--- config.mk ---
export PLATFORM = sky130hd
export DESIGN_NAME = polygon_area_perimeter_core_flat
export DESIGN_NICKNAME = d
export VERILOG_FILES = /design/src/hw/rtl/pap_pkg.sv /design/src/hw/rtl/pap_if.sv /design/src/hw/rtl/polygon_area_perimeter_core.sv /design/src/hw/rtl/pap_front.sv /design/src/hw/rtl/pap_queue.sv /design/src/hw/rtl/pap_isqrt.sv /design/src/hw/rtl/pap_back.sv /design/src/flat_wrapper.sv
export SDC_FILE = /design/constraint.sdc
export NUM_CORES = 2
export LEC_CHECK = 0
export BUFFER_PORTS_ARGS = -buffer_cell sky130_fd_sc_hd__buf_4
export CORE_MARGIN = 2
export CORE_UTILIZATION = 35
export CTS_CLUSTER_SIZE = 40
export DETAILED_ROUTE_END_ITERATION = 8
export GPL_TIMING_DRIVEN = 0
export HOLD_SLACK_MARGIN = 0.05
export SYNTH_ARGS = -nofsm -noshare
export SYNTH_HDL_FRONTEND = slang
export SYNTH_HIERARCHICAL = 1
export SYNTH_SLANG_ARGS = --single-unit
export TNS_END_PERCENT = 30
--- constraint.sdc ---
create_clock -name clk -period 9.7 [get_ports clk]
set_clock_uncertainty 0.1 [all_clocks]
set_input_delay 0.485 -clock clk [delete_from_list [all_inputs] [get_ports clk]]
set_output_delay 0.485 -clock clk [all_outputs]
set_load 0.05 [all_outputs]
--- src/hw/rtl/pap_pkg.sv ---
package pap_pkg;

  // Fixed field widths of the vertex and result words.
  localparam int COORD_BITS       = 24;
  localparam int AREA_W           = 57;
  localparam int PERIM_W          = 35;
  localparam int CROSS_W          = 60;
  localparam int MAX_VERTICES_DEF = 1024;
  localparam int CNT_W_DEF        = $clog2(MAX_VERTICES_DEF + 1);
  localparam int MIN_AREA_VERTS   = 3;

  // Shared multiplier takes coordinate differences, so it is one bit wider.
  localparam int MUL_W  = COORD_BITS + 1;
  localparam int PROD_W = 2 * MUL_W;
  // Radicand of the segment length and the root width.
  localparam int SQ_W   = PROD_W;
  localparam int ROOT_W = SQ_W / 2;

  localparam int QUEUE_DEPTH = 2;

  typedef struct packed {
    logic signed [COORD_BITS-1:0] x;
    logic signed [COORD_BITS-1:0] z;
    logic                         last;
    logic                         first;
  } qentry_t;

  typedef struct packed {
    logic    push;
    qentry_t entry;
  } q_push_t;

  typedef struct packed {
    logic    valid;
    qentry_t entry;
  } q_head_t;

  typedef struct packed {
    logic busy;
    logic done;
  } sqrt_status_t;

  typedef enum logic [2:0] {
    BK_IDLE,
    BK_MUL,
    BK_DRAIN,
    BK_SQRT,
    BK_COMMIT
  } bk_state_t;

  typedef enum logic [2:0] {
    MS_PX_Z,
    MS_X_PZ,
    MS_DX_DX,
    MS_DZ_DZ,
    MS_X_FZ,
    MS_FX_Z
  } mul_step_t;

endpackage

--- src/hw/rtl/pap_if.sv ---
interface pap_vertex_if;
  logic                                  valid;
  logic                                  ready;
  logic signed [pap_pkg::COORD_BITS-1:0] coord_x;
  logic signed [pap_pkg::COORD_BITS-1:0] coord_z;
  logic                                  last_vertex;

  modport source (output valid, output coord_x, output coord_z, output last_vertex,
                  input ready);
  modport sink (input valid, input coord_x, input coord_z, input last_vertex,
                output ready);
endinterface

interface pap_result_if #(
  parameter int CNT_W = pap_pkg::CNT_W_DEF
);
  logic                           valid;
  logic                           ready;
  logic [pap_pkg::AREA_W-1:0]     area;
  logic [pap_pkg::PERIM_W-1:0]    perimeter;
  logic [CNT_W-1:0]               vertex_total;
  logic                           overflow;

  modport source (output valid, output area, output perimeter, output vertex_total,
                  output overflow, input ready);
  modport sink (input valid, input area, input perimeter, input vertex_total,
                input overflow, output ready);
endinterface

--- src/hw/rtl/polygon_area_perimeter_core.sv ---
// The back end takes one vertex at a time, paced by the 25-step square root and the six
// products that share one 25 x 25 multiplier; a two-word queue absorbs bursts.
// Reset (rst_n low at a clock edge, synchronous) empties the queue, drops any pending
// result word and clears the polygon accumulators, so the next vertex opens a polygon.
module polygon_area_perimeter_core #(
  parameter int MAX_VERTICES = pap_pkg::MAX_VERTICES_DEF
) (
  input  logic         clk,
  input  logic         rst_n,
  pap_vertex_if.sink   in_vtx,
  pap_result_if.source out_res
);
  import pap_pkg::*;

  // The front end accepts vertex words and marks each one that opens a polygon.
  // The queue decouples it from the back end, so input handshakes go on until it fills
  // while the back end iterates on a segment length or waits on a stalled result word.
  q_push_t push;
  logic    q_full;
  q_head_t head;
  logic    pop;

  pap_front u_front (
    .clk    (clk),
    .rst_n  (rst_n),
    .in_vtx (in_vtx),
    .push   (push),
    .q_full (q_full)
  );

  pap_queue u_queue (
    .clk   (clk),
    .rst_n (rst_n),
    .push  (push),
    .full  (q_full),
    .head  (head),
    .pop   (pop)
  );

  // The back end runs the shoelace products, the segment square root and the
  // accumulators, and holds the finished result word in its output register.
  pap_back #(
    .MAX_VERTICES (MAX_VERTICES)
  ) u_back (
    .clk     (clk),
    .rst_n   (rst_n),
    .head    (head),
    .pop     (pop),
    .out_res (out_res)
  );

endmodule

--- src/hw/rtl/pap_front.sv ---
module pap_front (
  input  logic             clk,
  input  logic             rst_n,
  pap_vertex_if.sink       in_vtx,
  output pap_pkg::q_push_t push,
  input  logic             q_full
);
  import pap_pkg::*;

  logic first_r;
  logic first_nxt;
  logic accept;

  assign in_vtx.ready = !q_full;
  assign accept       = in_vtx.valid && !q_full;

  // The vertex after a closing vertex, or the first one after reset, opens a polygon.
  always_comb begin
    push.push        = accept;
    push.entry.x     = in_vtx.coord_x;
    push.entry.z     = in_vtx.coord_z;
    push.entry.last  = in_vtx.last_vertex;
    push.entry.first = first_r;
    first_nxt        = accept ? in_vtx.last_vertex : first_r;
  end

  always_ff @(posedge clk) begin
    if (!rst_n) begin
      first_r <= 1'b1;
    end else begin
      first_r <= first_nxt;
    end
  end

endmodule

--- src/hw/rtl/pap_queue.sv ---
module pap_queue (
  input  logic             clk,
  input  logic             rst_n,
  input  pap_pkg::q_push_t push,
  output logic             full,
  output pap_pkg::q_head_t head,
  input  logic             pop
);
  import pap_pkg::*;

  localparam int PTR_W = (QUEUE_DEPTH > 1) ? $clog2(QUEUE_DEPTH) : 1;
  localparam int CNT_W = $clog2(QUEUE_DEPTH + 1);

  qentry_t          entries_r [QUEUE_DEPTH];
  logic [PTR_W-1:0] wr_ptr_r, wr_ptr_nxt;
  logic [PTR_W-1:0] rd_ptr_r, rd_ptr_nxt;
  logic [CNT_W-1:0] count_r, count_nxt;
  logic             do_push, do_pop;

  assign full     = (count_r == CNT_W'(QUEUE_DEPTH));
  assign do_push  = push.push && !full;
  assign do_pop   = pop && (count_r != '0);

  assign head.valid = (count_r != '0);
  assign head.entry = entries_r[rd_ptr_r];

  always_comb begin
    wr_ptr_nxt = do_push ? PTR_W'(wr_ptr_r + 1'b1) : wr_ptr_r;
    rd_ptr_nxt = do_pop ? PTR_W'(rd_ptr_r + 1'b1) : rd_ptr_r;
    count_nxt  = count_r;
    if (do_push && !do_pop) begin
      count_nxt = CNT_W'(count_r + 1'b1);
    end else if (do_pop && !do_push) begin
      count_nxt = CNT_W'(count_r - 1'b1);
    end
  end

  always_ff @(posedge clk) begin
    if (!rst_n) begin
      wr_ptr_r <= '0;
      rd_ptr_r <= '0;
      count_r  <= '0;
    end else begin
      wr_ptr_r <= wr_ptr_nxt;
      rd_ptr_r <= rd_ptr_nxt;
      count_r  <= count_nxt;
    end
  end

  always_ff @(posedge clk) begin
    if (do_push) begin
      entries_r[wr_ptr_r] <= push.entry;
    end
  end

endmodule

--- src/hw/rtl/pap_isqrt.sv ---
module pap_isqrt (
  input  logic                       clk,
  input  logic                       rst_n,
  input  logic                       start,
  input  logic [pap_pkg::SQ_W-1:0]   radicand,
  output pap_pkg::sqrt_status_t      status,
  output logic [pap_pkg::ROOT_W-1:0] root
);
  import pap_pkg::*;

  // One result bit per cycle: restoring square root, ROOT_W iterations.
  logic [SQ_W-1:0] rem_r, rem_nxt;
  logic [SQ_W-1:0] res_r, res_nxt;
  logic [SQ_W-1:0] bit_r, bit_nxt;
  logic            busy_r, busy_nxt;
  logic            done_r, done_nxt;
  logic [SQ_W-1:0] trial;

  assign trial = res_r + bit_r;

  always_comb begin
    rem_nxt  = rem_r;
    res_nxt  = res_r;
    bit_nxt  = bit_r;
    busy_nxt = busy_r;
    done_nxt = 1'b0;
    if (start) begin
      rem_nxt  = radicand;
      res_nxt  = '0;
      bit_nxt  = {2'b01, {(SQ_W-2){1'b0}}};
      busy_nxt = 1'b1;
    end else if (busy_r) begin
      if (rem_r >= trial) begin
        rem_nxt = rem_r - trial;
        res_nxt = (res_r >> 1) + bit_r;
      end else begin
        res_nxt = res_r >> 1;
      end
      bit_nxt = bit_r >> 2;
      if (bit_r[0]) begin
        busy_nxt = 1'b0;
        done_nxt = 1'b1;
      end
    end
  end

  always_ff @(posedge clk) begin
    if (!rst_n) begin
      busy_r <= 1'b0;
      done_r <= 1'b0;
    end else begin
      busy_r <= busy_nxt;
      done_r <= done_nxt;
    end
  end

  always_ff @(posedge clk) begin
    rem_r <= rem_nxt;
    res_r <= res_nxt;
    bit_r <= bit_nxt;
  end

  assign status.busy = busy_r;
  assign status.done = done_r;
  assign root        = res_r[ROOT_W-1:0];

endmodule

--- src/hw/rtl/pap_back.sv ---
module pap_back #(
  parameter int MAX_VERTICES = pap_pkg::MAX_VERTICES_DEF
) (
  input  logic             clk,
  input  logic             rst_n,
  input  pap_pkg::q_head_t head,
  output logic             pop,
  pap_result_if.source     out_res
);
  import pap_pkg::*;

  localparam int CNT_W = $clog2(MAX_VERTICES + 1);

  typedef struct packed {
    logic load;
    logic mul_issue;
    logic sqrt_start;
    logic commit;
  } bk_ctl_t;

  bk_state_t state_r, state_nxt;
  bk_ctl_t   ctl;

  logic signed [COORD_BITS-1:0] cur_x_r, cur_z_r;
  logic                         cur_last_r;
  logic signed [COORD_BITS-1:0] prev_x_r, prev_z_r;
  logic signed [COORD_BITS-1:0] first_x_r, first_z_r;

  mul_step_t                step_r;
  mul_step_t                ptag_r;
  logic                     pvalid_r;
  logic signed [PROD_W-1:0] prod_r;
  logic signed [PROD_W-1:0] prod_nxt;
  logic signed [MUL_W-1:0]  op_a, op_b;
  logic signed [MUL_W-1:0]  dx, dz;
  logic [CROSS_W-1:0]       p_ext;

  logic [CROSS_W-1:0] cross_sum_r;
  logic [CROSS_W-1:0] close_r;
  logic [SQ_W-1:0]    sq_r;
  logic [PERIM_W-1:0] len_sum_r;
  logic [CNT_W-1:0]   cnt_r;
  logic               ovf_r;

  sqrt_status_t       sq_st;
  logic [ROOT_W-1:0]  root;

  logic [PERIM_W:0]   seg_sum;
  logic [PERIM_W-1:0] len_nxt;
  logic               cnt_full;
  logic [CNT_W-1:0]   cnt_inc;
  logic               ovf_inc;
  logic [CROSS_W-1:0] mag;
  logic [CROSS_W-2:0] half;
  logic [AREA_W-1:0]  area_sat;
  logic [AREA_W-1:0]  area_val;
  logic               can_write;

  logic               out_valid_r, out_valid_nxt;
  logic [AREA_W-1:0]  out_area_r;
  logic [PERIM_W-1:0] out_perim_r;
  logic [CNT_W-1:0]   out_cnt_r;
  logic               out_ovf_r;

  pap_isqrt u_isqrt (
    .clk      (clk),
    .rst_n    (rst_n),
    .start    (ctl.sqrt_start),
    .radicand (sq_r),
    .status   (sq_st),
    .root     (root)
  );

  assign can_write = !out_valid_r || out_res.ready;

  // Next state.
  always_comb begin
    state_nxt = state_r;
    unique case (state_r)
      BK_IDLE: begin
        if (head.valid) begin
          state_nxt = BK_MUL;
        end
      end
      BK_MUL: begin
        if (step_r == MS_FX_Z) begin
          state_nxt = BK_DRAIN;
        end
      end
      BK_DRAIN: begin
        state_nxt = BK_SQRT;
      end
      BK_SQRT: begin
        if (sq_st.done) begin
          state_nxt = BK_COMMIT;
        end
      end
      BK_COMMIT: begin
        if (!cur_last_r || can_write) begin
          state_nxt = BK_IDLE;
        end
      end
      default: begin
        state_nxt = BK_IDLE;
      end
    endcase
  end

  // Control outputs.
  always_comb begin
    ctl = '0;
    unique case (state_r)
      BK_IDLE:   ctl.load       = head.valid;
      BK_MUL:    ctl.mul_issue  = 1'b1;
      BK_DRAIN:  ctl.sqrt_start = 1'b1;
      BK_SQRT:   ctl            = '0;
      BK_COMMIT: ctl.commit     = !cur_last_r || can_write;
      default:   ctl            = '0;
    endcase
  end

  assign pop = ctl.load;

  // Shared multiplier operands, one product per step.
  assign dx = $signed({prev_x_r[COORD_BITS-1], prev_x_r})
            - $signed({cur_x_r[COORD_BITS-1], cur_x_r});
  assign dz = $signed({prev_z_r[COORD_BITS-1], prev_z_r})
            - $signed({cur_z_r[COORD_BITS-1], cur_z_r});

  always_comb begin
    op_a = $signed({cur_x_r[COORD_BITS-1], cur_x_r});
    op_b = $signed({cur_z_r[COORD_BITS-1], cur_z_r});
    case (step_r)
      MS_PX_Z: begin
        op_a = $signed({prev_x_r[COORD_BITS-1], prev_x_r});
        op_b = $signed({cur_z_r[COORD_BITS-1], cur_z_r});
      end
      MS_X_PZ: begin
        op_a = $signed({cur_x_r[COORD_BITS-1], cur_x_r});
        op_b = $signed({prev_z_r[COORD_BITS-1], prev_z_r});
      end
      MS_DX_DX: begin
        op_a = dx;
        op_b = dx;
      end
      MS_DZ_DZ: begin
        op_a = dz;
        op_b = dz;
      end
      MS_X_FZ: begin
        op_a = $signed({cur_x_r[COORD_BITS-1], cur_x_r});
        op_b = $signed({first_z_r[COORD_BITS-1], first_z_r});
      end
      MS_FX_Z: begin
        op_a = $signed({first_x_r[COORD_BITS-1], first_x_r});
        op_b = $signed({cur_z_r[COORD_BITS-1], cur_z_r});
      end
      default: begin
        op_a = '0;
        op_b = '0;
      end
    endcase
  end

  assign prod_nxt = op_a * op_b;
  assign p_ext    = {{(CROSS_W-PROD_W){prod_r[PROD_W-1]}}, prod_r};

  // Commit arithmetic: perimeter saturation, vertex count and area magnitude.
  always_comb begin
    seg_sum  = {1'b0, len_sum_r} + {{(PERIM_W+1-ROOT_W){1'b0}}, root};
    len_nxt  = seg_sum[PERIM_W] ? {PERIM_W{1'b1}} : seg_sum[PERIM_W-1:0];
    cnt_full = (cnt_r >= CNT_W'(MAX_VERTICES));
    cnt_inc  = cnt_full ? cnt_r : CNT_W'(cnt_r + 1'b1);
    ovf_inc  = ovf_r | cnt_full;
    mag      = close_r[CROSS_W-1] ? CROSS_W'(~close_r + 1'b1) : close_r;
    half     = mag[CROSS_W-1:1];
    area_sat = (|half[CROSS_W-2:AREA_W]) ? {AREA_W{1'b1}} : half[AREA_W-1:0];
    area_val = (cnt_inc < CNT_W'(MIN_AREA_VERTS)) ? '0 : area_sat;
  end

  always_comb begin
    out_valid_nxt = out_valid_r;
    if (ctl.commit && cur_last_r) begin
      out_valid_nxt = 1'b1;
    end else if (out_res.ready) begin
      out_valid_nxt = 1'b0;
    end
  end

  always_ff @(posedge clk) begin
    if (!rst_n) begin
      state_r     <= BK_IDLE;
      pvalid_r    <= 1'b0;
      out_valid_r <= 1'b0;
    end else begin
      state_r     <= state_nxt;
      pvalid_r    <= ctl.mul_issue;
      out_valid_r <= out_valid_nxt;
    end
  end

  // Polygon accumulators carry across vertices and are cleared on reset and after a closing vertex.
  always_ff @(posedge clk) begin
    if (!rst_n) begin
      cross_sum_r <= '0;
      len_sum_r   <= '0;
      cnt_r       <= '0;
      ovf_r       <= 1'b0;
    end else if (ctl.commit) begin
      if (cur_last_r) begin
        cross_sum_r <= '0;
        len_sum_r   <= '0;
        cnt_r       <= '0;
        ovf_r       <= 1'b0;
      end else begin
        len_sum_r <= len_nxt;
        cnt_r     <= cnt_inc;
        ovf_r     <= ovf_inc;
      end
    end else if (pvalid_r) begin
      case (ptag_r)
        MS_PX_Z: cross_sum_r <= cross_sum_r + p_ext;
        MS_X_PZ: cross_sum_r <= cross_sum_r - p_ext;
        default: cross_sum_r <= cross_sum_r;
      endcase
    end
  end

  always_ff @(posedge clk) begin
    if (ctl.load) begin
      cur_x_r    <= head.entry.x;
      cur_z_r    <= head.entry.z;
      cur_last_r <= head.entry.last;
      step_r     <= MS_PX_Z;
      // An opening vertex is its own predecessor, so its cross and length terms vanish.
      if (head.entry.first) begin
        first_x_r <= head.entry.x;
        first_z_r <= head.entry.z;
        prev_x_r  <= head.entry.x;
        prev_z_r  <= head.entry.z;
      end
    end else if (ctl.commit) begin
      prev_x_r <= cur_x_r;
      prev_z_r <= cur_z_r;
    end
    if (ctl.mul_issue) begin
      prod_r <= prod_nxt;
      ptag_r <= step_r;
      if (step_r != MS_FX_Z) begin
        step_r <= mul_step_t'(step_r + 3'd1);
      end
    end
    if (pvalid_r) begin
      case (ptag_r)
        MS_DX_DX: sq_r    <= prod_r;
        MS_DZ_DZ: sq_r    <= sq_r + prod_r;
        MS_X_FZ:  close_r <= cross_sum_r + p_ext;
        MS_FX_Z:  close_r <= close_r - p_ext;
        default:  sq_r    <= sq_r;
      endcase
    end
    if (ctl.commit && cur_last_r) begin
      out_area_r  <= area_val;
      out_perim_r <= len_nxt;
      out_cnt_r   <= cnt_inc;
      out_ovf_r   <= ovf_inc;
    end
  end

  // The reported vertex total is a fixed-width field whatever the vertex bound.
  assign out_res.valid        = out_valid_r;
  assign out_res.area         = out_area_r;
  assign out_res.perimeter    = out_perim_r;
  assign out_res.vertex_total = CNT_W_DEF'(out_cnt_r);
  assign out_res.overflow     = out_ovf_r;

  a_first_matches_count: assert property (@(posedge clk) disable iff (!rst_n)
    ctl.load |-> (head.entry.first == (cnt_r == '0)))
    else $error("opening-vertex flag disagrees with the vertex count");

  a_sqrt_done_in_wait: assert property (@(posedge clk) disable iff (!rst_n)
    sq_st.done |-> (state_r == BK_SQRT))
    else $error("square root finished outside its wait state");

  a_last_product_drains: assert property (@(posedge clk) disable iff (!rst_n)
    (state_r == BK_MUL && step_r == MS_FX_Z) |=>
      (pvalid_r && ptag_r == MS_FX_Z && state_r == BK_DRAIN))
    else $error("closing product not drained");

  a_overflow_at_full: assert property (@(posedge clk) disable iff (!rst_n)
    ovf_r |-> (cnt_r == CNT_W'(MAX_VERTICES)))
    else $error("overflow set below the vertex bound");

endmodule

--- src/flat_wrapper.sv ---
// flat-port wrapper written by rule: the top's interface ports become plain ports
module polygon_area_perimeter_core_flat import pap_pkg::*;
#(
  parameter int MAX_VERTICES = pap_pkg::MAX_VERTICES_DEF
)
  (clk, rst_n, in_vtx_valid, in_vtx_coord_x, in_vtx_coord_z, in_vtx_last_vertex, in_vtx_ready, out_res_valid, out_res_area, out_res_perimeter, out_res_vertex_total, out_res_overflow, out_res_ready);
  pap_vertex_if in_vtx_i ();
  pap_result_if #(.CNT_W(CNT_W_DEF)) out_res_i ();
  input  logic clk;
  input  logic rst_n;
  input wire logic [$bits(in_vtx_i.valid)-1:0] in_vtx_valid;
  input wire logic [$bits(in_vtx_i.coord_x)-1:0] in_vtx_coord_x;
  input wire logic [$bits(in_vtx_i.coord_z)-1:0] in_vtx_coord_z;
  input wire logic [$bits(in_vtx_i.last_vertex)-1:0] in_vtx_last_vertex;
  output wire logic [$bits(in_vtx_i.ready)-1:0] in_vtx_ready;
  output wire logic [$bits(out_res_i.valid)-1:0] out_res_valid;
  output wire logic [$bits(out_res_i.area)-1:0] out_res_area;
  output wire logic [$bits(out_res_i.perimeter)-1:0] out_res_perimeter;
  output wire logic [$bits(out_res_i.vertex_total)-1:0] out_res_vertex_total;
  output wire logic [$bits(out_res_i.overflow)-1:0] out_res_overflow;
  input wire logic [$bits(out_res_i.ready)-1:0] out_res_ready;
  assign in_vtx_i.valid = in_vtx_valid;
  assign in_vtx_i.coord_x = in_vtx_coord_x;
  assign in_vtx_i.coord_z = in_vtx_coord_z;
  assign in_vtx_i.last_vertex = in_vtx_last_vertex;
  assign in_vtx_ready = in_vtx_i.ready;
  assign out_res_valid = out_res_i.valid;
  assign out_res_area = out_res_i.area;
  assign out_res_perimeter = out_res_i.perimeter;
  assign out_res_vertex_total = out_res_i.vertex_total;
  assign out_res_overflow = out_res_i.overflow;
  assign out_res_i.ready = out_res_ready;
  polygon_area_perimeter_core #(.MAX_VERTICES(MAX_VERTICES)) u_core (.clk(clk), .rst_n(rst_n), .in_vtx(in_vtx_i), .out_res(out_res_i));
endmodule
* Word level (Yosys, flattened, before mapping)
Memories as Yosys holds them, arrays and structs flattened. A register that Yosys moved wholly into a read port is not among the register bits.
Index checks and enable logic that the tools add are counted.
** Storage, ports and cells
- Register bits :: 659
- Latch bits :: 0
- RAM bits :: 100
- Bits in read-only memories :: 0
- Input bits :: 53
- Output and inout port bits :: 106
- Memories :: 1
** Operators by class
- Add/sub/neg operators :: 17
- $mul :: 1
- Div/mod/pow operators :: 0
- Magnitude comparators :: 3
- Equal/unequal tests :: 22
- Shifts and indexed selects :: 0
- Mux-type cells :: 49
- Bitwise operators :: 4
- Reductions and logical operators :: 37
** Memories
- u_core.u_queue.entries_r :: words 2, bits a word 50, rd ports 1, clocked after memory_dff 1, write ports 1, line pap_queue.sv:14 : qentry_t entries_r [QUEUE_DEPTH];
** Operators with widths (count)
- 25-bit one-hot mux with 5 select lines :: 2
- 60-bit 2-to-1 mux :: 4
- 60-bit one-hot mux with 2 select lines :: 2
- 50-bit 2-to-1 mux :: 4
- 24-bit 2-to-1 mux :: 6
- 60-bit subtractor :: 2
- 50-bit one-hot mux with 2 select lines :: 1
- 35-bit 2-to-1 mux :: 2
- 60-bit by 1-bit adder with 60-bit output, second input constant :: 1
- 60-bit adder :: 1
- 60-bit NOT :: 1
- 57-bit 2-to-1 mux :: 1
- 49-bit by 49-bit adder with 50-bit output :: 1
- 50-bit by 49-bit adder with 50-bit output :: 1
- 50-bit adder :: 1
- 50-bit >= comparator :: 1
- 25-bit by 25-bit multiplier with 50-bit output :: 1
- 24-bit by 24-bit subtractor with 25-bit output :: 2
- 50-bit subtractor :: 1
- 35-bit by 25-bit adder with 36-bit output :: 1
- 11-bit 2-to-1 mux :: 2
- 3-bit 2-to-1 mux :: 7
- 3-bit by 2-bit equality test with 1-bit output, second input constant :: 6
- 2-bit nonzero test :: 9
- 28 further kinds :: 73

* Depth between registers and ports, before layout
- Depth after elaboration :: 8
- Depth in mapped cells :: 41
- Gate-level depth less buffers :: 40

* By module
The synthesis kept the hierarchy.
** By module, submodules not included
- pap_back :: instances 1, cells an instance 6668, area each 60192.7 um2
- pap_isqrt :: instances 1, cells an instance 1492, area each 11812.6 um2
- pap_queue :: instances 1, cells an instance 181, area each 3831.2 um2
- pap_front :: instances 1, cells an instance 57, area each 439.2 um2

* Least setup slack after synthesis
No wires, ideal clock.
- Kind :: flip-flop to flip-flop
- Start point :: register u_core.u_back.cur_z_r[0]
- End point :: register u_core.u_back.prod_r[43] (data pin)
- Data arrival time :: 9292 ps
- Slack :: 49 ps
- Cell stages (with the launch flop) :: 37
- Clock period less this slack :: 9651 ps
- Path through :: edfxtp_1 ha_1 fa_1 nor2b_1 o21ai_0 a21boi_1 o22ai_2 o21ai_1 a31oi_2 o41a_1 o21ai_1 mux2_2 nand3_1 clkbuf_1 nand2_1 fa_1 fa_1 fa_1 inv_1 fa_1 inv_1 fa_1 fa_1 fa_1 inv_1 ha_1 o21ai_0 a21oi_1 o21ai_0 a21boi_0 a41oi_1 o21ai_0 a311o_1 a21oi_1 o21ai_0 a21oi_1 xnor2_1
** Between the ends
- Word-level cells in the longest chain between the ends :: 3
- Elaborated cells on any way between the ends :: 4
** RTL lines
- start, declared :: line pap_back.sv:24 : logic signed [COORD_BITS-1:0] cur_x_r, cur_z_r;
- start signal, assigned :: line pap_back.sv:232 : cur_z_r <= head.entry.z;
- 24-bit by 24-bit subtractor with 25-bit output :: line pap_back.sv:128 : - $signed({cur_z_r[COORD_BITS-1], cur_z_r});
- 25-bit one-hot mux with 5 select lines :: line pap_back.sv:133 : case (step_r)
- 25-bit by 25-bit multiplier with 50-bit output * :: line pap_back.sv:165 : assign prod_nxt = op_a * op_b;
- via u_core.u_back.prod_nxt[43] :: line pap_back.sv:33 : logic signed [PROD_W-1:0] prod_nxt;
- end signal, assigned :: line pap_back.sv:247 : prod_r <= prod_nxt;
- end, declared :: line pap_back.sv:32 : logic signed [PROD_W-1:0] prod_r;
Mark *: on every way through the listed nets, which the timed path passes. The rest lies on a longest branch.
A chain may end at the register's enable or synchronous reset.

* Final worst setup path
- Start point :: register u_core.u_back.cur_z_r[0]
- End point :: register u_core.u_back.prod_r[49] (data pin)
Same word-level chain as after synthesis.

==> run summary <==
I/O pins = 159
crit share post-route = 100%
row cnt = 171
Avg WL per Cell = 23.1 µm
syn avg cell area = 9.08 µm²
FMAX = 103 MHz
Post-Syn Area = 76,300 µm²
outcome = finished with violations
Slew @ Worst Pin = 1410 ps
hold crit path type = in2reg
IO Port Bufs = 110
final net count = 10,100
CP most frequent cell = fa_1
pin count of the biggest net entering global routing = 60
cts bufs inserted = 95
violated checks = negative setup slack
Final HPWL DP = 215 mm
CP Data Arrival Time = 10,090 ps
RD Place Congestion = 1.01
Die X = 471 µm
Ys Warns = 6
CTS tree = done
CP max-delay cell = fa_1
Pre-antenna DRT Iters = 8
initial DRC count = 6,513
Setup TNS = -57.0 ps
Post-Synthesis Cells = 8,397
crit path launch type = flip-flop
RSZ-0062 raised after global routing = true
post-route DRC violation count = 0
Worst Setup End Kind = flip-flop
DR vias = 65,600
die height = 471 µm
clk root buf = clkbuf_16
core area = 217,000 µm²
antenna viol nets, final = 0
die area = 222,000 µm²
vias per inst = 5.58
CTS Sinks = 760
Top delay family on crit path = adder cells
share of cells above drive strength 1 = 11.3%
Tot GR Track Use = 23.8%
vias in the first global route = 64,600
first-pass GRT wire length = 405 mm
min Tclk post-route = 9740 ps
Area Overhead vs Synth = 14.8%
Critical Path RT = 10,050 ps
max-slew violation count = 0
crit path kind = reg2reg
clk slew on worst S/H paths = 70 ps
syn nets = 9,667
Initial Util = 35.2%
dpl ws = -2560 ps
fin util = 40.4%
GRT Residual Overflow = 0
initial antenna violation count = 8
Hold Slack = 341 ps
Worst-Skew Late Latency = 800 ps
Rel. slew slack = 6.33%
crit path max fanout = 6
CTS HTree Levels = 3
Setup violations, final = 2
Max Cap Viol = 0
Hold Violations, Final = 0
routed wire length = 271 mm
Final WS setup = -37.9 ps
clock buffer depth = 3
CP bufs+invs = 5
slowest stage delay, CP = 640 ps
## area by class of cell
type | instances | area [µm²]
sequential | 760 | 20800
clock inverter | 64 | 808
multi-input combinational | 6294 | 51100
clock buffer | 116 | 2610
buffer | 445 | 2430
inverter | 880 | 3320
antenna | 3 | 7.51
fill | 21400 | 129000
tap | 2854 | 3570
timing repair buffer | 338 | 2890
## stage by stage
step / cell area (µm²) / instances
CTS: 86300 / 11700
finish: 87600 / 11800
detailed placement: 81000 / 11400
floorplan: 76300 / 8397
global placement: 80700 / 11400
global route: 87600 / 11800
## placed cells by master, fill, tap and decap left out, drive strengths merged, types with 24 or more instances in the layout
master / instances
or3: 42
xor2: 216
nor4: 33
nand4: 70
o211ai: 36
clkbuf: 393
nand3: 111
and2: 87
mux2i: 55
and3: 61
o21a: 51
inv: 884
a21oi: 617
xnor2: 288
ha: 550
nor2: 578
o31ai: 85
a211oi: 85
fa: 667
o21ai: 517
or2: 24
nand2b: 52
buf: 452
dlygate4sd3: 54
a222oi: 45
nor2b: 68
nor3: 110
a22o: 31
clkinv: 35
a21boi: 26
edfxtp: 562
a22oi: 44
dfxtp: 198
a21o: 175
nand2: 1024
a31oi: 100
o22ai: 25
o21bai: 81
mux2: 64
## flip-flops by register name, indices dropped and copies added, names as in the netlist, 2 cells and up, named ones only
name                                flops
u_core/u_back/sq_r                     50
u_core/u_back/prev_z_r                 24
u_core/u_back/first_z_r                24
u_core/u_back/close_r                  60
u_core/u_back/u_isqrt/rem_r            50
u_core/u_back/u_isqrt/res_r            50
u_core/u_back/out_res.perimeter        35
u_core/u_queue/count_r                  2
u_core/u_back/state_r                   3
u_core/u_back/len_sum_r                35
u_core/u_queue/entries_r              100
u_core/u_back/step_r                    3
u_core/u_back/u_isqrt/bit_r            25
u_core/u_back/cnt_r                    11
u_core/u_back/prod_r                   50
u_core/u_back/out_res.area             57
u_core/u_back/out_res.vertex_total     11
u_core/u_back/cross_sum_r              60
u_core/u_back/first_x_r                24
u_core/u_back/ptag_r                    3
u_core/u_back/cur_x_r                  24
u_core/u_back/cur_z_r                  24
u_core/u_back/prev_x_r                 24
## path summary, 6_finish.rpt
check,cells after the start,startpoint,slack [ps],to
min,2,in_vtx_coord_x[3],340,u_core/u_queue/entries_r[0][29]
min reg2reg,2,u_core/u_back/ovf_r,370,u_core/u_back/ovf_r
max,36,u_core/u_back/cur_z_r[0],-40,u_core/u_back/prod_r[49]
max reg2reg,36,u_core/u_back/cur_z_r[0],-40,u_core/u_back/prod_r[49]
## per-layer routing
metal | up-vias | share of wire [%] | global-route usage, %
met3 | 533 | 7.6 | 3.66
li1 | 29900 | - | -
met5 | - | 0.0044 | 0
met1 | 32300 | 43 | 32.6
met4 | 2 | 4.7 | 10.1
met2 | 2769 | 44 | 37.4
## timing repair
action                                  CTS  global route
gates cloned                              0             1
endpoints found under the setup margin   35            22
resized for setup                       268           210
hold buffers                             54             0
pin swaps                                69            90
endpoints found under the hold margin   106             0
buffers inserted                         75            77
Power is left out: the tool's default activity adds up to more than one toggle a clock period on the data nets, which glitch-free logic cannot reach.
